`config.mk`:
```
export PLATFORM = sky130hd
export DESIGN_NAME = hfl_queue
export DESIGN_NICKNAME = d
export VERILOG_FILES = /design/src/rtl/hfl_pkg.sv /design/src/rtl/hfl_queue.sv
export SDC_FILE = /design/constraint.sdc
export NUM_CORES = 1
export LEC_CHECK = 0
export ABC_CLOCK_PERIOD_IN_PS = 2900
export BUFFER_PORTS_ARGS = -buffer_cell sky130_fd_sc_hd__clkbuf_2
export CAP_MARGIN = 0
export CORE_ASPECT_RATIO = 0.5
export CORE_MARGIN = 2
export CORE_UTILIZATION = 40
export CTS_CLUSTER_DIAMETER = 40
export DETAILED_ROUTE_END_ITERATION = 10
export SLEW_MARGIN = 20
export SYNTH_ARGS = -nofsm -noshare
export SYNTH_HDL_FRONTEND = slang
export SYNTH_SLANG_ARGS = --single-unit
```
`constraint.sdc`:
```
create_clock -name i_clk -period 2.9 [get_ports i_clk]
set_input_delay 0.145 -clock i_clk [delete_from_list [all_inputs] [get_ports i_clk]]
set_output_delay 0.145 -clock i_clk [all_outputs]
set_load 0.01 [all_outputs]
```
`src/rtl/hfl_pkg.sv`:
```
// Shared package for the hash find-or-insert unit.
// Holds fixed field widths, parameter defaults, the state types of both FSMs
// and the result record. No dependencies.
`timescale 1ns / 1ps

package hfl_pkg;

    // Parameter defaults.
    localparam int TABLE_DEPTH_DEF = 1024;
    localparam int KEY_WIDTH_DEF   = 32;

    // Fixed port field widths.
    localparam int VERTEX_W   = 32;
    localparam int SLOT_OUT_W = 10;
    localparam int CFG_W      = 11;

    // Table size after reset.
    localparam int CFG_RESET  = 1024;

    // Entries in the queue between the hashing front and the probing back.
    localparam int QUEUE_DEPTH = 2;

    // Front end: accepts a key and reduces it modulo the table size.
    typedef enum logic [1:0] {
        F_IDLE,
        F_DIVIDE,
        F_PUSH
    } t_front_state;

    // Back end: clears occupancy after reset, then probes each slot in a read state and a check state.
    typedef enum logic [1:0] {
        B_CLEAR,
        B_IDLE,
        B_READ,
        B_CHECK
    } t_back_state;

    // One result record as driven on the output ports.
    typedef struct packed {
        logic [SLOT_OUT_W-1:0] slot_index;
        logic                  inserted;
        logic                  table_full;
    } t_result;

    // Status from the probing back end to the top level.
    typedef struct packed {
        logic    clearing;
        logic    done;
        t_result result;
    } t_back_status;

endpackage

```
`src/rtl/hfl_queue.sv`:
```
// Two-entry request queue between the hashing front end and the probing back end.
// Carries the key and its home slot. Depends on hfl_pkg.
`timescale 1ns / 1ps

module hfl_queue import hfl_pkg::*; #(
    parameter int KEY_WIDTH = KEY_WIDTH_DEF,
    parameter int SLOT_W    = 10
) (
    input  logic                 i_clk,
    input  logic                 i_rst_n,
    input  logic                 i_push_valid,
    output logic                 o_push_ready,
    input  logic [KEY_WIDTH-1:0] i_key,
    input  logic [SLOT_W-1:0]    i_home,
    output logic                 o_pop_valid,
    input  logic                 i_pop_ready,
    output logic [KEY_WIDTH-1:0] o_key,
    output logic [SLOT_W-1:0]    o_home
);

    localparam int PTR_W = $clog2(QUEUE_DEPTH);
    localparam int CNT_W = $clog2(QUEUE_DEPTH + 1);

    logic [KEY_WIDTH-1:0] r_key  [QUEUE_DEPTH];
    logic [SLOT_W-1:0]    r_home [QUEUE_DEPTH];
    logic [PTR_W-1:0]     r_wr_ptr, r_rd_ptr;
    logic [CNT_W-1:0]     r_count;
    logic                 push, pop;

    assign o_push_ready = (r_count != CNT_W'(QUEUE_DEPTH));
    assign o_pop_valid  = (r_count != '0);
    assign push         = i_push_valid && o_push_ready;
    assign pop          = o_pop_valid && i_pop_ready;
    assign o_key        = r_key[r_rd_ptr];
    assign o_home       = r_home[r_rd_ptr];

    // Pointers and fill count.
    always_ff @(posedge i_clk) begin
        if (!i_rst_n) begin
            r_wr_ptr <= '0;
            r_rd_ptr <= '0;
            r_count  <= '0;
        end else begin
            if (push) begin
                r_wr_ptr <= (r_wr_ptr == PTR_W'(QUEUE_DEPTH - 1)) ? '0 : r_wr_ptr + PTR_W'(1);
            end
            if (pop) begin
                r_rd_ptr <= (r_rd_ptr == PTR_W'(QUEUE_DEPTH - 1)) ? '0 : r_rd_ptr + PTR_W'(1);
            end
            if (push && !pop) begin
                r_count <= r_count + CNT_W'(1);
            end else if (pop && !push) begin
                r_count <= r_count - CNT_W'(1);
            end
        end
    end

    // Entry storage.
    always_ff @(posedge i_clk) begin
        if (push) begin
            r_key[r_wr_ptr]  <= i_key;
            r_home[r_wr_ptr] <= i_home;
        end
    end

endmodule

```
==> key figures, run 1 <==
Timing
  – Fmax: between 0.4 and 0.5 GHz
  – Worst Tran Pin Value: between 0.9 and 1 ns
  – Max-slew violations: 0
  – Final clock skew: between 0.004 and 0.005 ns
  – Final hold vios: 0
  – Rel. slew slack: 0.389
  – Setup_tns: 0 ns
  – Final Critical Period: about 2.1 ns
  – Period utilisation layout: 0.714
  – Setup violators final: 0
  – RSZ-0062 raised after global routing: false

Floorplan
  – Initial Utilization: 0.409
  – Die Y: 67.9 um
  – Core box area: approximately 0.0080 mm^2
  – Die area: between 0.008 and 0.009 mm^2
  – Die X: approximately 130 um
  – IO Count: 90
  – Core Rows: 23

Final layout
  – Most frequent cells in the layout: 89 x clkbuf_2, 84 x edfxtp_1, 42 x mux2_2
  – Synth-to-Final Area Change: 38.0%
  – Final Non-Filler Cells: 407
  – Final Cell Area: ~0.0045 mm^2
  – Most common cell after layout, fill and taps aside: clkbuf_2
  – Fin util: 0.565
  – Layout cells sized above 1: 0.525
  – ANT cells: 0
  – NumNets Final: approximately 340

Clock tree
  – H-tree levels: 3
  – PostCTS Resize Cnt: 0
  – CTS tree: yes
  – Sink Count: 89
  – Clk slew on worst S/H paths: about 0.060 ns
  – Max clock buf depth: 2
  – Setup repair bufs after CTS: 0
  – Inserted Clock Buffers: 9
  – Clk_lat worst skew: about 0.33 ns
  – CTS Root Buffer Type: clkbuf_16
  – CTS Hold Bufs: 35

Run status
  – Run status: finished clean

GRT
  – Largest net degree at the start of global routing: 43
  – Initial antenna violation count: 0
  – First-pass GRT wire length: between 9 and 10 mm
  – Total track usage: 0.140
  – Gr ovfl total: 0
  – Vias in the first global route: between 1500 and 2000

Synthesis
  – Synth Area in Compound Gates: 0.0107
  – Area leader, netlist: edfxtp_1
  – Post-Syn Nets: between 200 and 250
  – Cells after Synth: 155
  – Main combinational cell family by area after synthesis: multiplexers
  – FF+latch count, synth: 89
  – Mux cell area share after synthesis: 0.145
  – Post-synthesis cell type count: 19
  – Post-synth top area share: 0.773
  – Yosys Warn Count: 0
  – Top cells by area, synth: edfxtp_1 77%, mux2_2 14%, dfxtp_1 3.1%
  – XOR/XNOR Fraction of Synth Area: 0.00805
  – Register area share after synthesis: 0.804
  – Mapped cell area: approximately 0.0033 mm^2
  – Adder-cell area share of the yosys netlist: 0.00383
  – Avg Cell Area, Syn: 21.1 um^2
  – Post-synthesis simple-gate area fraction: 0.0199

Worst setup path
  – CP max-delay cell: dfxtp_2
  – Startpoint types: flop
  – Startpoint of the worst-slack reg-to-reg timing path: r_count[0]
  – Setup crit end kind: primary output
  – Critical path depth: 3
  – R2r worst-path depth: 3
  – Critical Path, Cell by Cell: buf_4 -> mux2_2 -> clkbuf_2
  – Capturing point of the worst reg2reg path: r_key[0][15]
  – Required time at the worst-slack endpoint: around 2.8 ns
  – WP buf/inv: 2
  – R2r setup slk: 1.11 ns
  – CP top delay family: flip-flops
  – Setup CP Type: flop to primary output
  – Crit Path Max Fanout: 24
  – Crit path DAT: around 1.9 ns
  – Slowest cell delay on critical path: around 0.70 ns

Drt
  – Via count: about 1800
  – Routed Antenna Nets: 0
  – DR iter-0 viols: between 80 and 90
  – Vias per inst: 4.45
  – Routed length per instance: about 15 um
  – DR DRC count: 0
  – Drt pass-1 iters: 4
  – Routed WL: slightly below 6 mm

Power
  – Power Total: 3670 uW
  – PD cells: around 800 mW/mm^2
  – VDD IR max: approximately 0.00040 V
  – Leakage: between 0.0015 and 0.002 uW

Placed design
  – Placed Instances: between 300 and 400
  – Placed Area: 0.00386 mm^2
  – Port Buf Inserts: between 80 and 90
  – Placer Congestion: roughly 0.73
  – Post-DP HPWL: 3.80 mm

Hold path
  – Hold Crit Depth: 1
  – Worst hold path class: input port to flop
  – Hold EP: r_home[0][6]
  – HP Start: i_home[6]

Job
  – Max Cap Violations: 0
power by group:
group          internal [uW]  switching [uW]  leakage [uW]
logic                    448             415      0.000756
clock network            661             442      0.000136
registers               1610            98.0      0.000826
total                   2720             955       0.00172
logic make-up after synthesis:
kind of cell | count (synthesis)
buffers and inverters | 6
XOR/XNOR | 3
multiplexers | 42
flip-flops | 89
AND/OR/NAND/NOR | 9
adder cells (fa/ha/maj) | 1
AO/OA/AOI/OAI | 5
Yosys cell counts (all sizes together):
library cell,count
inv,1
mux2,42
or2,1
or3,1
edfxtp,84
and3,1
xnor2,2
xor2,1
nand2b,1
nand3b,1
a21boi,2
and2,4
a21bo,1
dfxtp,5
buf,5
ha,1
o21ai,2
through the flow:
| stage | hold slack [ns] | setup WS, ns |
|---|---|---|
| after floorplan | 0.244 | 0.863 |
| after global placement | 0.336 | 1.13 |
| after detailed placement | 0.338 | 1.08 |
| after CTS | 0.000496 | 0.794 |
| after global routing | 0.000666 | 0.708 |
| final | 0.0179 | 0.830 |
layer usage:
layer,routed length [um],GRT usage,vias to the layer above
li1,-,-,876
met1,2370,0.143,888
met2,3220,0.263,42
met4,70,0.0611,0
met3,253,0.0556,6
met5,0,0,-
area by class of cell:
type                            count  area [um^2]
Inverter                            1         3.75
Sequential cell                    89         2620
Multi-Input combinational cell     60          613
Fill cell                         638         3470
Timing Repair Buffer              129          836
Tap cell                          112          140
Clock inverter                      6         58.8
Clock buffer                       10          229
worst max-delay path by stage:
stage / slack (ns) / to / from
final: 0.83 / o_key[26] / flop
after global routing: 0.71 / o_key[1] / flop
after CTS: 0.79 / o_key[24] / flop
after detailed placement: 1.08 / r_home[0][3] / r_count[0]
after global placement: 1.13 / r_home[0][1] / r_count[0]
after floorplan: 0.86 / r_home[1][0] / r_count[0]
sequential cells by signal, summed over array words and instances (netlist names), named ones only:
signal    flops
r_key        64
r_home       20
r_count       2
r_rd_ptr      1
r_wr_ptr      1
No activity file was read; power rests on OpenSTA's default activity.
==> run 2, diff against run 1 <==
--- a/config.mk
+++ b/config.mk
@@ -5,7 +5,7 @@
 export SDC_FILE = /design/constraint.sdc
 export NUM_CORES = 1
 export LEC_CHECK = 0
-export ABC_CLOCK_PERIOD_IN_PS = 2900
+export ABC_CLOCK_PERIOD_IN_PS = 2100
 export BUFFER_PORTS_ARGS = -buffer_cell sky130_fd_sc_hd__clkbuf_2
 export CAP_MARGIN = 0
 export CORE_ASPECT_RATIO = 0.5
==> constraint.sdc (replaced) <==
create_clock -name i_clk -period 2.1 [get_ports i_clk]
set_input_delay 0.105 -clock i_clk [delete_from_list [all_inputs] [get_ports i_clk]]
set_output_delay 0.105 -clock i_clk [all_outputs]
set_load 0.01 [all_outputs]
==> key figures, run 2 (synthesis gave the netlist of run 1 again) <==
Run status
  – Run status: finished clean

Final layout
  – Total of fill cells in the finished design: between 600 and 700
  – Largest register FFs: 64
  – Synth-to-Final Area Change: 43.2%
  – NumNets Final: 342
  – ANT cells: 0
  – Layout cells sized above 1: 0.520
  – Biggest regs: r_key x64, r_home x20, r_count x2
  – Most common cell after layout, fill and taps aside: clkbuf_2
  – FF+latch area: about 0.0026 mm^2
  – Fin util: 0.586
  – Top reg by flops: r_key
  – Footprint of the multi-input gates: around 610 um^2
  – Most frequent cells in the layout: 89 x clkbuf_2, 84 x edfxtp_1, 42 x mux2_2, 42 x dlygate4sd3_1, 9 x clkbuf_16

GRT
  – Total track usage: 0.136
  – First-pass GRT wire length: approximately 9 mm
  – Largest net degree at the start of global routing: between 40 and 50
  – Gr ovfl total: 0
  – Vias in the first global route: 1916
  – Initial antenna violation count: 0

Drt
  – Routed length per instance: ~14 um
  – DR iter-0 viols: 79
  – Routed WL: ~5.8 mm
  – DR DRC count: 0
  – Drt pass-1 iters: 4
  – Via count: 1833
  – Routed Antenna Nets: 0
  – Vias per inst: 4.45

Timing
  – Setup violators final: 0
  – Setup_tns: 0 ns
  – Rel. slew slack: 0.836
  – RSZ-0062 raised after global routing: false
  – Worst Tran Pin Value: 0.246 ns
  – Period utilisation layout: 0.742
  – Fmax: about 0.64 GHz
  – Max-slew violations: 0
  – Final clock skew: between 0.004 and 0.005 ns
  – Final hold vios: 0
  – Final Critical Period: about 1.6 ns

Clock tree
  – Clk slew on worst S/H paths: around 0.060 ns
  – CTS tree: yes
  – Max clock buf depth: 2
  – CTS Root Buffer Type: clkbuf_16
  – H-tree levels: 3
  – PostCTS Resize Cnt: 0
  – Clk_lat worst skew: roughly 0.33 ns
  – Inserted Clock Buffers: 9
  – Sink Count: 89

Power
  – Sequential power share: 0.417
  – Combinational power share: 0.236
  – P_int: 4160 uW
  – Leakage: 0.00179 uW
  – Switching Fraction: 0.243
  – VDD IR max: about 0.00063 V
  – PD cells: 1180 mW/mm^2
  – Sw power: approximately 1300 uW
  – Clk pwr share: 0.347

Floorplan
  – Die area: approximately 0.0089 mm^2
  – Die Y: roughly 68 um
  – Core Rows: 23
  – Core box area: ~0.0080 mm^2
  – Die X: between 100 and 150 um
  – IO Count: 90
  – Initial Utilization: 0.409

Worst setup path
  – R2r setup slk: about 0.54 ns
  – Startpoint of the worst-slack reg-to-reg timing path: r_count[0]
  – Capturing point of the worst reg2reg path: r_count[1]
  – Crit Path Max Fanout: 5
  – Crit path DAT: 1.83 ns
  – Required time at the worst-slack endpoint: between 2 and 2.5 ns
  – Setup CP Type: flop to flop
  – CP startpoint: r_count[0]
  – Setup crit end kind: flop
  – Startpoint types: flop
  – End point of the critical path: r_count[1]
  – R2r worst-path depth: 5

Placed design
  – Post-DP HPWL: about 3.5 mm
  – Port Buf Inserts: roughly 90
  – Placer Congestion: 0.699

Hold path
  – Worst hold path class: input port to flop

Job
  – Max Cap Violations: 0
-- run 2: cell count changes in the layout (fill, tap and decap cells not counted), sizes merged --
cell	change
buf	-1
bufinv	+3
clkbuf	-1
clkinv	-2
clkinvlp	-1
dlygate4sd3	+6
inv	+1
-- run 2: metrics by stage --
stage | instance area, um^2 | power, uW | cells | worst slack, ns | hold slack, ns
final | 4670 | 5500 | 412 | 0.542 | 0.0307
after global routing | 4670 | 5750 | 412 | 0.451 | 0.0293
after CTS | 4670 | 5590 | 412 | 0.513 | 0.0153
after detailed placement | 3890 | 3590 | 354 | 0.543 | 0.298
after global placement | 3890 | 3560 | 354 | 0.592 | 0.294
after floorplan | 3260 | 3100 | 155 | 0.0632 | 0.204
-- run 2: layout make-up --
| class | count | share of cell area |
|---|---|---|
| repair buffers | 134 | 0.198 |
| inverters | 1 | 0.000803 |
| flip-flops and latches | 89 | 0.561 |
| multi-input cells | 60 | 0.131 |
| clock buffers | 9 | 0.0482 |
| well taps | 112 | 0.0300 |
| clock inverters | 7 | 0.0303 |
-- run 2: how the worst min path moves through the flow --
stage | start | endpoint | slack (ns) | depth (start not counted)
6_report | i_rst_n | flop | 0.03 | 2
2_1_floorplan | i_home[0] | r_home[0][0] | 0.20 | 0
4_1_cts | i_rst_n | flop | 0.02 | 2
3_5_place_dp | i_key[3] | r_key[0][3] | 0.30 | 1
5_1_grt | i_rst_n | r_count[0] | 0.03 | 2
3_3_place_gp | i_key[24] | r_key[0][24] | 0.29 | 1
-- run 2: repair_timing --
item / 4_1_cts / 5_1_grt
buffers inserted: 0 / 0
hold buffers: 42 / 0
hold endpoints to repair: 84 / 0
-- run 2: worst max-delay path: stages (launching register included) --
cell	delay [ns]
dfxtp_1	0.36
nand2b_4	0.18
and2_1	0.16
ha_1	0.32
or3_1	0.35
a21boi_1	0.13
-- run 2: power groups by stage --
stage	clock network, uW	logic [uW]	registers, uW
final	1910	1290	2290
after global routing	2020	1400	2320
after CTS	1970	1320	2300
after detailed placement	0	1250	2340
after global placement	0	1240	2320
after floorplan	0	788	2310
-- run 2: per-layer routing --
metal	part of all wire	routed length (um)	global-route usage	vias to the layer above
li1	-	-	-	882
met1	0.40	2300	0.140	907
met2	0.55	3180	0.255	40
met3	0.044	256	0.0563	4
met4	0.010	60	0.0571	0
met5	0	0	0	-
==> run 3, diff against run 2 <==
--- a/config.mk
+++ b/config.mk
@@ -5,7 +5,7 @@
 export SDC_FILE = /design/constraint.sdc
 export NUM_CORES = 1
 export LEC_CHECK = 0
-export ABC_CLOCK_PERIOD_IN_PS = 2100
+export ABC_CLOCK_PERIOD_IN_PS = 1400
 export BUFFER_PORTS_ARGS = -buffer_cell sky130_fd_sc_hd__clkbuf_2
 export CAP_MARGIN = 0
 export CORE_ASPECT_RATIO = 0.5
@@ -13,6 +13,7 @@
 export CORE_UTILIZATION = 40
 export CTS_CLUSTER_DIAMETER = 40
 export DETAILED_ROUTE_END_ITERATION = 10
+export PLACE_DENSITY = 0.66
 export SLEW_MARGIN = 20
 export SYNTH_ARGS = -nofsm -noshare
 export SYNTH_HDL_FRONTEND = slang
==> constraint.sdc (replaced) <==
create_clock -name i_clk -period 1.4 [get_ports i_clk]
set_input_delay 0.07 -clock i_clk [delete_from_list [all_inputs] [get_ports i_clk]]
set_output_delay 0.07 -clock i_clk [all_outputs]
set_load 0.01 [all_outputs]
==> key figures, run 3 (synthesis gave the netlist of run 1 again) <==
Final layout
  – Layout cells sized above 1: 0.548
  – Synth-to-Final Area Change: 48.5%
  – Top reg by flops: r_key
  – Most common cell after layout, fill and taps aside: clkbuf_2
  – NumNets Final: 352
  – Fin util: 0.608
  – Most frequent cells in the layout: 88 x clkbuf_2, 84 x edfxtp_1, 43 x dlygate4sd3_1
  – ANT cells: 0
  – Final Non-Filler Cells: between 400 and 500
  – Largest register FFs: 64
  – Biggest regs: r_key x64, r_home x20, r_count x2
  – Final Cell Area: between 0.004 and 0.005 mm^2
  – Total of fill cells in the finished design: roughly 610

Clock tree
  – Clk slew on worst S/H paths: 0.06 ns
  – Max clock buf depth: 2
  – CTS Root Buffer Type: clkbuf_16
  – CTS tree: yes
  – Sink Count: roughly 90
  – Clk_lat worst skew: ~0.33 ns
  – Inserted Clock Buffers: 9
  – H-tree levels: 3

Drt
  – DR WL met3: 190 um
  – Max Used Layer: met4
  – DR iter-0 viols: approximately 170
  – Routed Antenna Nets: 0
  – Drt pass-1 iters: 4
  – Met1 WL: ~2.5 mm
  – WL met2: roughly 3.5 mm
  – Routed WL: about 6.3 mm
  – Routed length per instance: about 15 um
  – Vias per inst: between 4 and 5
  – DR DRC count: 0
  – Via count: between 1500 and 2000

GRT
  – First-pass GRT wire length: between 9 and 10 mm
  – Initial antenna violation count: 0
  – Vias in the first global route: approximately 2000
  – Largest net degree at the start of global routing: 30
  – Gr ovfl total: 0
  – Total track usage: 0.148

Floorplan
  – Initial Utilization: 0.409
  – Die X: around 130 um
  – Core Rows: 23
  – Die Y: ~68 um
  – IO Count: 90
  – Core box area: roughly 0.0080 mm^2
  – Die area: 0.00894 mm^2

Run status
  – Run status: finished with violations
  – Failing checks: setup timing

Power
  – Power Total: 8280 uW
  – VDD IR max: approximately 0.0009 V
  – PD cells: 1710 mW/mm^2
  – Leakage: about 0.0019 uW

Timing
  – Setup violators final: 43
  – RSZ-0062 raised after global routing: true
  – Fmax: roughly 0.68 GHz
  – Max-slew violations: 0
  – Period utilisation layout: 1.05
  – Final worst slack: -0.0751 ns
  – Worst Tran Pin Value: 0.239 ns
  – Final clock skew: between 0.006 and 0.007 ns
  – Final Critical Period: around 1.5 ns
  – Rel. slew slack: 0.839
  – Final hold vios: 0

Placed design
  – Post-DP HPWL: ~3.8 mm
  – Placer Congestion: 0.775
  – Port Buf Inserts: just under 90
  – Placed Instances: around 360
  – Placed Area: between 0.003 and 0.004 mm^2
  – Worst slack at placement: -0.0999 ns

Worst setup path
  – Required time at the worst-slack endpoint: approximately 1.3 ns
  – Setup crit end kind: primary output
  – Startpoint types: flop
  – Setup CP Type: flop to primary output
  – Crit path DAT: ~1.4 ns
  – Startpoint of the worst-slack reg-to-reg timing path: r_count[0]
  – Crit Path Max Fanout: 21

Hold path
  – HP Start: i_push_valid
  – Worst hold path class: input port to flop

Job
  – Max Cap Violations: 0
==> run 3: changes by cell type in the layout (fill, tap and decap cells not counted), sizes merged <==
cell	change
clkinv	+1
inv	+1
buf	+10
dlygate4sd3	+1
bufinv	-3
==> run 3: per-layer routing <==
layer / global-route usage / vias to the layer above
met4: 0.0611 / 0
met2: 0.284 / 31
met3: 0.0415 / 2
met1: 0.162 / 951
met5: 0 / -
li1: - / 909
==> run 3: path summary, 6_finish.rpt <==
kind / slack (ns) / cells after the start / end
setup / recovery: -0.08 / 3 / o_key[18]
hold / removal: 0.1 / 3 / r_wr_ptr
setup reg to reg: -0.04 / 6 / r_count[1]
hold reg to reg: 0.59 / 2 / flop
==> run 3: where the power goes <==
part / switching, uW / internal [uW] / total [uW]
logic: 1080 / 1340 / 2430
registers: 138 / 3340 / 3480
clock network: 961 / 1410 / 2370
==> run 3: what timing repair did <==
item,4_1_cts,5_1_grt
hold buffers,43,0
hold endpoints to repair,85,0
resized for setup,11,17
cloned,1,0
pin swaps,1,0
endpoints found under the setup margin,44,82
buffers inserted,1,0
==> run 3: metrics by stage <==
step | TNS [ns] | hold slack, ns
after floorplan | -15.13 | 0.169
after global placement | 0 | 0.260
after detailed placement | -0.126 | 0.263
after CTS | -3.22 | 0.0867
after global routing | -4.91 | 0.134
final | -2.23 | 0.0998
==> run 3: worst max-delay path, stage by stage (launching register included) <==
cell and delay, ns:
dfxtp_4 0.39, buf_16 0.20, mux2_2 0.35, clkbuf_2 0.13
==> run 3: final cells by class <==
cell class / count / area (um^2) / share of cell area
sequential: 89 / 2630 / 0.543
timing repair buffer: 144 / 1060 / 0.218
multi-input combinational: 60 / 706 / 0.146
clock buffer: 10 / 229 / 0.0473
tap: 112 / 140 / 0.0289
clock inverter: 6 / 73.8 / 0.0152
inverter: 1 / 7.51 / 0.00155
