--- config.mk ---
export PLATFORM = sky130hd
export DESIGN_NAME = hfl_front
export DESIGN_NICKNAME = d
export VERILOG_FILES = /design/src/rtl/hfl_pkg.sv /design/src/rtl/hfl_front.sv
export SDC_FILE = /design/constraint.sdc
export NUM_CORES = 1
export LEC_CHECK = 0
export BUFFER_PORTS_ARGS = -buffer_cell sky130_fd_sc_hd__buf_2
export CORE_MARGIN = 2
export CORE_UTILIZATION = 47
export CTS_BUF_LIST = sky130_fd_sc_hd__clkbuf_16
export DETAILED_ROUTE_END_ITERATION = 10
export PLACE_DENSITY_LB_ADDON = 0.1
export SETUP_SLACK_MARGIN = 0.4
export SLEW_MARGIN = 20
export SYNTH_ARGS = -nofsm -noshare
export SYNTH_HDL_FRONTEND = slang
export SYNTH_SLANG_ARGS = --single-unit
--- constraint.sdc ---
create_clock -name i_clk -period 2.5 [get_ports i_clk]
set_input_delay 0.5 -clock i_clk [delete_from_list [all_inputs] [get_ports i_clk]]
set_output_delay 0.5 -clock i_clk [all_outputs]
set_load 0.1 [all_outputs]
--- src/rtl/hfl_pkg.sv ---
// Shared package for the hash find-or-insert unit.
// Holds fixed field widths, parameter defaults, the state types of both FSMs
// and the result record. No dependencies.
`timescale 1ns / 1ps

package hfl_pkg;

    // Parameter defaults.
    localparam int TABLE_DEPTH_DEF = 1024;
    localparam int KEY_WIDTH_DEF   = 32;

    // Fixed port field widths.
    localparam int VERTEX_W   = 32;
    localparam int SLOT_OUT_W = 10;
    localparam int CFG_W      = 11;

    // Table size after reset.
    localparam int CFG_RESET  = 1024;

    // Entries in the queue between the hashing front and the probing back.
    localparam int QUEUE_DEPTH = 2;

    // Front end: accepts a key and reduces it modulo the table size.
    typedef enum logic [1:0] {
        F_IDLE,
        F_DIVIDE,
        F_PUSH
    } t_front_state;

    // Back end: clears occupancy after reset, then probes each slot in a read state and a check state.
    typedef enum logic [1:0] {
        B_CLEAR,
        B_IDLE,
        B_READ,
        B_CHECK
    } t_back_state;

    // One result record as driven on the output ports.
    typedef struct packed {
        logic [SLOT_OUT_W-1:0] slot_index;
        logic                  inserted;
        logic                  table_full;
    } t_result;

    // Status from the probing back end to the top level.
    typedef struct packed {
        logic    clearing;
        logic    done;
        t_result result;
    } t_back_status;

endpackage

--- src/rtl/hfl_front.sv ---
// Front end of the hash unit: takes a key and finds its home slot by a
// bit-serial restoring remainder against the effective table size.
// Depends on hfl_pkg.
`timescale 1ns / 1ps

module hfl_front import hfl_pkg::*; #(
    parameter int KEY_WIDTH = KEY_WIDTH_DEF,
    parameter int SLOT_W    = 10,
    parameter int SIZE_W    = 11
) (
    input  logic                 i_clk,
    input  logic                 i_rst_n,
    input  logic                 i_accept,
    input  logic [VERTEX_W-1:0]  i_vertex_name,
    input  logic [SIZE_W-1:0]    i_eff_size,
    output logic                 o_busy,
    output logic                 o_push_valid,
    input  logic                 i_push_ready,
    output logic [KEY_WIDTH-1:0] o_key,
    output logic [SLOT_W-1:0]    o_home
);

    localparam int DIV_W = (KEY_WIDTH < VERTEX_W) ? KEY_WIDTH : VERTEX_W;
    localparam int CNT_W = $clog2(DIV_W);

    t_front_state         r_state, n_state;
    logic [KEY_WIDTH-1:0] r_key;
    logic [DIV_W-1:0]     r_dividend;
    logic [SLOT_W-1:0]    r_rem, n_rem;
    logic [CNT_W-1:0]     r_cnt;
    logic [SIZE_W-1:0]    rem_shift;

    // One remainder step: bring in the next dividend bit, subtract if it fits.
    always_comb begin
        rem_shift = {r_rem, r_dividend[DIV_W-1]};
        if (rem_shift >= i_eff_size) begin
            n_rem = SLOT_W'(rem_shift - i_eff_size);
        end else begin
            n_rem = SLOT_W'(rem_shift);
        end
    end

    // Next state.
    always_comb begin
        n_state = r_state;
        unique case (r_state)
            F_IDLE: begin
                if (i_accept) n_state = F_DIVIDE;
            end
            F_DIVIDE: begin
                if (r_cnt == '0) n_state = F_PUSH;
            end
            F_PUSH: begin
                if (i_push_ready) n_state = F_IDLE;
            end
            default: n_state = F_IDLE;
        endcase
    end

    // State outputs.
    always_comb begin
        o_busy       = 1'b1;
        o_push_valid = 1'b0;
        unique case (r_state)
            F_IDLE:   o_busy = 1'b0;
            F_DIVIDE: o_busy = 1'b1;
            F_PUSH:   o_push_valid = 1'b1;
            default:  o_busy = 1'b1;
        endcase
    end

    // State register.
    always_ff @(posedge i_clk) begin
        if (!i_rst_n) begin
            r_state <= F_IDLE;
        end else begin
            r_state <= n_state;
        end
    end

    // Key capture and remainder datapath.
    always_ff @(posedge i_clk) begin
        if (r_state == F_IDLE && i_accept) begin
            r_key      <= KEY_WIDTH'(i_vertex_name);
            r_dividend <= DIV_W'(i_vertex_name);
            r_rem      <= '0;
            r_cnt      <= CNT_W'(DIV_W - 1);
        end else if (r_state == F_DIVIDE) begin
            r_dividend <= r_dividend << 1;
            r_rem      <= n_rem;
            r_cnt      <= r_cnt - CNT_W'(1);
        end
    end

    assign o_key  = r_key;
    assign o_home = r_rem;

endmodule

==> results by group, run 1 <==
Status
  – Outcome: finished, final reports clean

Floorplan
  – Die W: 91.9 um
  – DIE AREA: 8440 um^2
  – Initial Utilization: 47.7%
  – Rows: 32
  – Core ar.: 7610 um^2
  – Die H: 91.9 um
  – IO Pins: 91

Placement
  – Post-DP Area: ~4200 um^2
  – Detail Placement HPWL: 4760 um
  – Gpl congestion: between 0.8 and 0.9
  – Pre-CTS setup slack: 0.100 ns
  – I/O Buffers: 90

Yosys
  – Post-synth ARST share: 0%
  – Syn_nets: 390
  – Top cell type's share of synthesized area: 53.0%
  – Mapped Cells: 329
  – Register area share after synthesis: between 60 and 70%
  – Main flop type after synthesis: edfxtp_1
  – EDFF count, synth: 64
  – Avg Inst Size Synth: 11.0 um^2
  – Dominant cell type by area after synthesis: edfxtp_1
  – Cell variety after synth: 45
  – Yosys reg bits: 81
  – Top cells by area, synth: edfxtp_1 53%, nand2_1 12%, dfxtp_1 9.4%, ha_1 4.5%, o211ai_1 2.5%
  – Post-Synthesis Cell Area: 3630 um^2
  – Synth Warn #: 0

Worst setup path
  – CP Launch Type: flip-flop
  – CP Class: reg -> reg
  – Worst setup EP type: flip-flop
  – CP Max Fanout: 8
  – Critical Path RT: 2.71 ns
  – CP max stage delay: around 0.37 ns
  – Crit path DAT: 2.25 ns
  – Critical-path cell list: ha_1 -> o21a_1 -> o211ai_1 -> a31o_4 -> a21oi_4 -> or3_1 -> a32o_1
  – Crit path max-delay cell type: ha_1

Drt
  – DRC violation count after routing: 0
  – TritonRoute pass-1 iters: 4
  – Routed Antenna Nets: 0
  – Via count: 2623
  – DRT iter0 DRCs: 111
  – Post-Route WL: 7100 um
  – Routed length per placed instance: 13.3 um
  – Vias/cell: about 4.9

Timing
  – Final worst setup slack: 0.466 ns
  – Final hold viol count: 0
  – Clock Skew: 0.00691 ns
  – Worst-Margin Slew: 0.693 ns
  – Maximum clock rate: 0.492 GHz
  – RSZ-0062 raised after global routing: yes
  – Total negative slack: 0 ns
  – Final period utilization: between 80% and 90%
  – Setup-failing EPs final: 0
  – Slew headroom: 53.8%
  – Crit path time final: 2.03 ns
  – Max Slew Vio Count: 0

Cells and area
  – Diodes inserted: 0
  – Number of nets in the layout: 488
  – Share of cells above drive strength 1: 33.3%
  – Commonest non-fill, non-tap cell in the layout: nand2_1
  – Post-route design area: 4590 um^2
  – Final Util: 60.3%
  – Layout area overhead: 26.5%
  – Fill cells: 671
  – Most frequent cells in the layout: 116 x nand2_1, 90 x buf_2, 64 x edfxtp_1

Run
  – Max-Cap Viols: 0

Clock tree
  – Clk slew on worst S/H paths: approximately 0.060 ns
  – CTS hold repair buffers: 0
  – Cts bufs inserted: 9
  – Clk buf depth: 2
  – CTS tree: yes
  – H-Tree Depth: 3
  – Sink Count: slightly above 80
  – Root Buffer: clkbuf_16
  – Latest clock arrival within the worst-skew pair: 0.33 ns

GRT
  – Global Route Usage Sum: 17.4%
  – Vias in the first global route: 2372
  – First-pass GRT wire length: 11500 um
  – Initial antenna violation count: 0
  – Largest net degree at the start of global routing: 65
  – Gr ovfl total: 0

Pwr
  – Leak Pwr: 2.05 nW
  – Power per cell area: 896 nW/um^2
  – Overall power after layout: approximately 4 mW
  – Maximum VDD drop: just under 0.6 mV

Min path
  – HP Class: in -> reg
==> logic make-up (layout without fill, tap and decap cells) <==
| kind of cell | Yosys count | in the layout | synth area share [%] |
|---|---|---|---|
| xor gates and xnor gates | 10 | 10 | 2.41 |
| DFF | 81 | 81 | 62.4 |
| buffers and inverters | 32 | 135 | 4.14 |
| and+or+nand+nor | 144 | 144 | 16.4 |
| adders and majority gates | 14 | 14 | 5.04 |
| AOI/OAI and AO/OA | 48 | 48 | 9.66 |
==> worst paths after layout <==
check,cells past startpoint,slack [ns],start,to
worst min-delay path,1,0.36,i_vertex_name[9],o_key[9]
worst max-delay path,7,0.47,o_home[5],o_home[2]
worst max register to register,7,0.47,o_home[5],o_home[2]
worst min register to register,2,0.49,o_home[9],o_home[9]
==> metrics by stage <==
stage               std cells  hold slack (ns)
floorplan                 329            0.467
global placement          516            0.469
detailed placement        516            0.480
CTS                       532            0.350
global route              534            0.340
finish                    534            0.357
==> timing repair <==
| item | in CTS | in global routing |
|---|---|---|
| setup endpoints to repair | 8 | 9 |
| setup buffers | 0 | 2 |
| pin swaps | 0 | 1 |
| endpoints found under the hold margin | 0 | 0 |
| gates resized for setup | 2 | 9 |
==> critical path, delay by kind of cell (launching register included) <==
family	cells	cell delay (ns)
adder cells (fa/ha/maj)	1	0.37
AO/OA/AOI/OAI	5	0.87
AND/OR/NAND/NOR	1	0.33
flip-flops	1	0.36
==> cell usage after synthesis, types with 2 or more instances <==
cell type  instances
nand2_1          116
edfxtp_1          64
dfxtp_1           17
inv_1             17
ha_1              13
o211ai_1          12
a21oi_1            9
nor2_1             7
o21ai_0            7
xnor2_1            7
clkbuf_1           6
nand3_1            5
buf_1              3
o21a_1             3
xor2_1             3
a21o_1             2
a21oi_2            2
a31o_2             2
and3_1             2
buf_6              2
nand2b_1           2
nand4_1            2
nor2b_1            2
nor3_1             2
or3_1              2
==> per-layer routing <==
metal  track usage (%)  part of all wire [%]  vias to the layer above
met1              24.4                    48                     1208
met3              5.34                   5.6                       10
met5                 0                     0                        -
li1                  -                     -                     1338
met4              6.59                   1.5                        0
met2              25.4                    45                       67
==> flip-flops by register name (all words and copies together) (netlist names) <==
register,flops
o_key,32
r_dividend,32
o_home,10
r_cnt,5
r_state,2
==> area by class of cell <==
type	instances	area [um^2]	share of cell area [%]
clock buffers	9	225	4.91
clock inverters	7	70.1	1.53
inverters	18	67.6	1.47
multi-input cells	216	1270	27.8
flip-flops and latches	81	2290	49.9
well taps	102	128	2.78
repair buffers	101	533	11.6
==> power by group <==
part | leakage (nW) | switching [mW] | internal [mW]
logic | 1.14 | 0.794 | 0.261
registers | 0.768 | 0.0716 | 1.70
clock network | 0.141 | 0.514 | 0.773
Note: power is estimated with default switching activity, not from simulation.
==> inputs of run 2 (changes only) <==
==> constraint.sdc (replaced) <==
create_clock -name i_clk -period 1.7 [get_ports i_clk]
set_input_delay 0.34 -clock i_clk [delete_from_list [all_inputs] [get_ports i_clk]]
set_output_delay 0.34 -clock i_clk [all_outputs]
set_load 0.1 [all_outputs]
==> run 2 against run 1 <==
Net effect: the run now ends with setup timing left; core utilization is 15 points higher; first-iteration DRC count is 5.4% lower; die area stayed put; total power is 65% higher; critical endpoint unchanged; combinational power is 110% higher; routed wire length is 24% higher; worst setup slack worse by 0.68 ns; worst hold slack worse by 0.17 ns; highest routed layer unchanged; clock power is 52% higher.
==> results by group, run 2 (synthesis results as in run 1) <==
Timing
  – Clock Skew: 0.00729 ns (was 0.00691 ns)
  – Maximum clock rate: 0.521 GHz (was 0.492 GHz)
  – RSZ-0062 raised after global routing: yes (unchanged)
  – Final period utilization: 113% (was 81.4%)
  – Final worst setup slack: -0.219 ns (was 0.466 ns)
  – Final hold viol count: 0 (unchanged)
  – Worst-Margin Slew: 0.337 ns (was 0.693 ns)
  – Max Slew Vio Count: 0 (unchanged)
  – Slew headroom: 77.3% (was 53.8%)
  – Crit path time final: 1.92 ns (was 2.03 ns)
  – Setup-failing EPs final: 10 (was 0)
  – Hold_ws: 0.190 ns (was 0.357 ns)

Drt
  – DRC violation count after routing: 0 (unchanged)
  – Post-Route WL: 8780 um (was 7100 um)
  – Routed length per placed instance: 15.1 um (was 13.3 um)
  – Via count: 2921 (was 2623)
  – DRT iter0 DRCs: 105 (was 111)
  – Vias/cell: 5.01 (was 4.91)
  – TritonRoute pass-1 iters: 4 (unchanged)
  – Routed Antenna Nets: 0 (unchanged)

Pwr
  – Maximum VDD drop: 0.736 mV (was 0.585 mV)
  – Power per cell area: 1180 nW/um^2 (was 896 nW/um^2)
  – Overall power after layout: 6.78 mW (was 4.11 mW)
  – Leak Pwr: 2.51 nW (was 2.05 nW)

Placement
  – Detail Placement HPWL: 5610 um (was 4760 um)
  – Gpl congestion: 0.917 (was 0.860)
  – Post-DP Area: 4610 um^2 (was 4230 um^2)
  – Placed Cells: 550 (was 516)
  – I/O Buffers: 90 (unchanged)

Min path
  – Hold worst-path end: o_key[9] (unchanged)
  – Hold Crit Depth: 1 (unchanged)
  – Hold path start: i_vertex_name[9] (unchanged)
  – HP Class: in -> reg (unchanged)

Worst setup path
  – R2R depth: 8 (was 7)
  – Launching point of the worst reg2reg path: o_home[3] (was o_home[5])
  – Critical Path RT: 1.92 ns (was 2.71 ns)
  – Worst r2r dst: o_home[2] (unchanged)
  – FF-to-FF setup slack: -0.22 ns (was 0.47 ns)
  – Worst setup EP type: flip-flop (unchanged)
  – CP Launch Type: flip-flop (unchanged)
  – Crit path DAT: 2.14 ns (was 2.25 ns)
  – CP Class: reg -> reg (unchanged)
  – CP Max Fanout: 6 (was 8)

Cells and area
  – Share of cells above drive strength 1: 44.1% (was 33.3%)
  – Fill cells: 525 (was 671)
  – Post-route design area: 5740 um^2 (was 4590 um^2)
  – Diodes inserted: 0 (unchanged)
  – Commonest non-fill, non-tap cell in the layout: nand2_1 (unchanged)
  – Final Util: 75.4% (was 60.3%)
  – Layout area overhead: 58.2% (was 26.5%)
  – Final std cells w/o fill: 583 (was 534)
  – Number of nets in the layout: 537 (was 488)
  – Most frequent cells in the layout: 114 x nand2_1, 64 x edfxtp_1, 46 x buf_2 (was 116 x nand2_1, 90 x buf_2, 64 x edfxtp_1)

Floorplan
  – Die W: 91.9 um (unchanged)
  – Rows: 32 (unchanged)
  – Initial Utilization: 47.7% (unchanged)
  – Core ar.: 7610 um^2 (unchanged)
  – IO Pins: 91 (unchanged)
  – Die H: 91.9 um (unchanged)
  – DIE AREA: 8440 um^2 (unchanged)

GRT
  – Gr ovfl total: 0 (unchanged)
  – Initial antenna violation count: 0 (unchanged)
  – Largest net degree at the start of global routing: 46 (was 65)
  – Vias in the first global route: 2811 (was 2372)
  – Global Route Usage Sum: 20.4% (was 17.4%)
  – First-pass GRT wire length: 13400 um (was 11500 um)

Clock tree
  – H-Tree Depth: 3 (unchanged)
  – Latest clock arrival within the worst-skew pair: 0.33 ns (about the same)
  – CTS hold repair buffers: 0 (unchanged)
  – Clk slew on worst S/H paths: 0.07 ns (was 0.06 ns)
  – Root Buffer: clkbuf_16 (unchanged)
  – Cts bufs inserted: 9 (unchanged)
  – Clk buf depth: 2 (unchanged)
  – Sink Count: 81 (unchanged)
  – CTS tree: yes (unchanged)

Run
  – Max-Cap Viols: 0 (unchanged)

Status
  – Outcome: complete, but fails checks (was finished, final reports clean)
  – Failing checks: setup timing
run 2: cell count changes in the layout (fill, tap and decap cells not counted), sizes merged:
cell      previous run  this run
clkinvlp             2         4
buf                101       148
inv                 21        18
clkbuf               9        11
clkinv               1         2
run 2: area by class of cell:
class / instances / area, um^2 / share of cell area, %
inverters: 18 / 82.6 / 1.44
well taps: 102 / 128 / 2.22
flip-flops and latches: 81 / 2300 / 40.1
multi-input cells: 216 / 1440 / 25.0
repair buffers: 150 / 1490 / 25.9
clock buffers: 9 / 225 / 3.92
clock inverters: 7 / 77.6 / 1.35
run 2: per-layer routing:
layer | vias up | part of all wire (%) | wire length (um) | GRT usage, %
met3 | 14 | 5.7 | 498 | 4.60
met2 | 88 | 50 | 4350 | 33.6
li1 | 1439 | - | - | -
met5 | - | 0 | 0 | 0
met1 | 1380 | 43 | 3770 | 26.2
met4 | 0 | 1.7 | 153 | 7.96
run 2: how the worst max path moves through the flow:
stage                   start   endpoint  slack, ns  cells after the start
2_1_floorplan       o_home[0]  o_home[2]      -0.33                      7
3_3_place_gp    i_eff_size[4]  o_home[6]      -0.39                      9
3_5_place_dp    i_eff_size[4]  o_home[6]      -0.45                      9
4_1_cts        r_dividend[31]  o_home[2]      -0.21                      9
5_1_grt        r_dividend[31]  o_home[8]      -0.31                     11
6_report            o_home[3]  o_home[2]      -0.22                      8
run 2: worst max-delay path, stage by stage (launching register included):
cell,delay (ns)
dfxtp_4,0.36
ha_4,0.27
o211a_1,0.18
o31ai_4,0.09
a31o_4,0.26
a21oi_4,0.20
buf_4,0.16
o21ai_2,0.04
a32o_1,0.25
run 2: report_power, final:
part	switching (mW)	internal (mW)
Sequential	0.129	2.49
Clock	0.812	1.15
Combinational	1.33	0.868
run 2: what timing repair did:
action | 4_1_cts | 5_1_grt
setup endpoints to repair | 81 | 76
setup buffers | 8 | 5
gates cloned | 2 | 2
pin swaps | 15 | 7
resized for setup | 136 | 27
run 2: stage by stage:
stage	TNS, ns	setup slack (ns)
3_3_place_gp	-3.58	-0.388
5_1_grt	-2.42	-0.313
3_5_place_dp	-4.09	-0.447
2_1_floorplan	-2.66	-0.334
6_report	-1.61	-0.219
4_1_cts	-1.55	-0.209
==> inputs of run 3 (changes only) <==
--- a/config.mk
+++ b/config.mk
@@ -6,7 +6,7 @@
 export NUM_CORES = 1
 export LEC_CHECK = 0
 export BUFFER_PORTS_ARGS = -buffer_cell sky130_fd_sc_hd__buf_2
-export CORE_MARGIN = 2
+export CORE_ASPECT_RATIO = 1.5
 export CORE_UTILIZATION = 47
 export CTS_BUF_LIST = sky130_fd_sc_hd__clkbuf_16
 export DETAILED_ROUTE_END_ITERATION = 10
==> run 3 against run 2 <==
Net effect: the run still ends with setup timing left; worst hold slack improved by 0.0011 ns; die area decreased by 4.2%; sequential power increased by 4%; clock power decreased by 3%; critical path depth increased by 1; via count increased by 15%; critical path type unchanged; critical endpoint is now o_home[9]; largest power group is now combinational cells.
==> results by group, run 3 (synthesis results as in run 1) <==
Status
  – Outcome: complete, but fails checks (unchanged)
  – Failing checks: setup timing (unchanged)

Timing
  – Setup-failing EPs final: 10 (unchanged)
  – RSZ-0062 raised after global routing: yes (unchanged)
  – Worst-Margin Slew: 0.424 ns (was 0.337 ns)
  – Slew headroom: 71.4% (was 77.3%)
  – Clock Skew: 0.00756 ns (was 0.00729 ns)
  – Maximum clock rate: 0.497 GHz (was 0.521 GHz)
  – Final period utilization: 118% (was 113%)
  – Total negative slack: -1.98 ns (was -1.61 ns)
  – Final hold viol count: 0 (unchanged)
  – Max Slew Vio Count: 0 (unchanged)
  – Crit path time final: 2.01 ns (was 1.92 ns)
  – Final worst setup slack: -0.313 ns (was -0.219 ns)

Floorplan
  – Die W: 73.7 um (was 91.9 um)
  – DIE AREA: 8080 um^2 (was 8440 um^2)
  – Core ar.: 7370 um^2 (was 7610 um^2)
  – Rows: 38 (was 32)
  – Initial Utilization: 49.2% (was 47.7%)
  – IO Pins: 91 (unchanged)
  – Die H: 110 um (was 91.9 um)

Clock tree
  – Clk slew on worst S/H paths: 0.06 ns (was 0.07 ns)
  – Cts bufs inserted: 9 (unchanged)
  – H-Tree Depth: 3 (unchanged)
  – Clk buf depth: 2 (unchanged)
  – Latest clock arrival within the worst-skew pair: 0.34 ns (was 0.33 ns)
  – Sink Count: 81 (unchanged)
  – Root Buffer: clkbuf_16 (unchanged)
  – CTS tree: yes (unchanged)

Pwr
  – Net Switching: 2.61 mW (was 2.27 mW)
  – Int Power: 4.81 mW (was 4.51 mW)
  – Power per cell area: 1120 nW/um^2 (was 1180 nW/um^2)
  – Overall power after layout: 7.43 mW (was 6.78 mW)
  – Comb power frac: 37.6% (was 32.4%)
  – Switching Fraction: 35.2% (was 33.5%)
  – Maximum VDD drop: 0.819 mV (was 0.736 mV)
  – Leak Pwr: 2.94 nW (was 2.51 nW)
  – Sequential power share: 36.7% (was 38.7%)
  – Clock network fraction of total power: 25.6% (was 28.9%)

Drt
  – TritonRoute pass-1 iters: 5 (was 4)
  – DRT iter0 DRCs: 221 (was 105)
  – Vias/cell: 5.54 (was 5.01)
  – Post-Route WL: 12700 um (was 8780 um)
  – Routed length per placed instance: 20.9 um (was 15.1 um)
  – Routed Antenna Nets: 0 (unchanged)
  – DRC violation count after routing: 0 (unchanged)
  – Via count: 3371 (was 2921)

Cells and area
  – Final std cells w/o fill: 608 (was 583)
  – Layout area overhead: 82.3% (was 58.2%)
  – Number of nets in the layout: 564 (was 537)
  – Fill cells: 282 (was 525)
  – Commonest non-fill, non-tap cell in the layout: edfxtp_1 (was nand2_1)
  – Diodes inserted: 0 (unchanged)
  – Final Util: 89.7% (was 75.4%)
  – Share of cells above drive strength 1: 63.0% (was 44.1%)
  – Most frequent cells in the layout: 64 x edfxtp_1, 50 x buf_6, 46 x buf_2 (was 114 x nand2_1, 64 x edfxtp_1, 46 x buf_2)

GRT
  – First-pass GRT wire length: 13800 um (was 13400 um)
  – Vias in the first global route: 3036 (was 2811)
  – Initial antenna violation count: 0 (unchanged)
  – Largest net degree at the start of global routing: 41 (was 46)
  – Gr ovfl total: 0 (unchanged)
  – Global Route Usage Sum: 23.1% (was 20.4%)

Worst setup path
  – Critical Path RT: 1.96 ns (was 1.92 ns)
  – CP Max Fanout: 3 (was 6)
  – Worst setup EP type: flip-flop (unchanged)
  – Crit path DAT: 2.28 ns (was 2.14 ns)
  – CP Launch Type: flip-flop (unchanged)
  – CP Class: reg -> reg (unchanged)

Min path
  – HP Class: in -> reg (unchanged)

Placement
  – I/O Buffers: 90 (unchanged)
  – Gpl congestion: 0.875 (was 0.917)
  – Detail Placement HPWL: 5580 um (was 5610 um)
  – Placed Cells: 548 (was 550)

Run
  – Max-Cap Viols: 0 (unchanged)
-- run 3: changes by cell type in the layout (fill, tap and decap cells not counted), sizes merged --
cell / previous run / this run
or2b: 1 / 2
clkbuf: 11 / 18
buf: 148 / 167
inv: 18 / 16
clkinvlp: 4 / 3
clkinv: 2 / 5
-- run 3: area by class of cell --
cell class	count	area (um^2)	area share [%]
Clock buffer	9	225	3.41
Clock inverter	7	62.6	0.946
Inverter	18	87.6	1.32
Multi-Input combinational cell	217	1880	28.5
Sequential cell	81	2300	34.8
Tap cell	100	125	1.89
Timing Repair Buffer	176	1920	29.1
-- run 3: through the flow --
| stage | setup WS (ns) | cell area [um^2] | hold slack (ns) |
|---|---|---|---|
| 3_5_place_dp | -0.396 | 4620 | 0.499 |
| 6_report | -0.313 | 6610 | 0.191 |
| 3_3_place_gp | -0.397 | 4620 | 0.481 |
| 5_1_grt | -0.350 | 6610 | 0.191 |
| 2_1_floorplan | -0.334 | 3800 | 0.439 |
| 4_1_cts | -0.251 | 5520 | 0.182 |
-- run 3: critical path, stage by stage, from the launching register on --
cell	delay, ns
dfxtp_4	0.36
ha_4	0.27
o211a_1	0.17
o31ai_4	0.09
a31o_4	0.25
buf_4	0.13
buf_4	0.14
a21oi_1	0.25
o32ai_2	0.14
o21ai_1	0.14
-- run 3: path summary, 6_finish.rpt --
| check | from | end | slack, ns | cells past startpoint |
|---|---|---|---|---|
| setup / recovery | o_home[3] | o_home[9] | -0.31 | 9 |
| hold / removal | i_vertex_name[27] | o_key[27] | 0.19 | 1 |
| setup reg to reg | o_home[3] | o_home[9] | -0.31 | 9 |
| hold reg to reg | o_home[9] | o_home[9] | 0.53 | 2 |
-- run 3: what timing repair did --
item	CTS	global route
hold buffers	0	0
buffers inserted	10	16
setup endpoints to repair	127	140
endpoints found under the hold margin	0	0
gates resized for setup	124	172
gates cloned	3	15
pin swaps	9	82
-- run 3: power by group through the flow --
| stage | sequential, mW | combinational (mW) | clock, mW |
|---|---|---|---|
| floorplan | 3.23 | 0.680 | 0 |
| global placement | 2.63 | 1.69 | 0 |
| detailed placement | 2.64 | 1.71 | 0 |
| CTS | 2.62 | 2.06 | 1.89 |
| global route | 2.75 | 2.92 | 1.99 |
| finish | 2.73 | 2.80 | 1.90 |
-- run 3: metal layers --
metal  GRT usage, %  wire [um]  up-vias
met5              0          0        -
met4           9.48        587        0
met3           5.96        752       45
met2           40.8       6900      177
met1           26.0       4460     1646
li1               -          -     1503
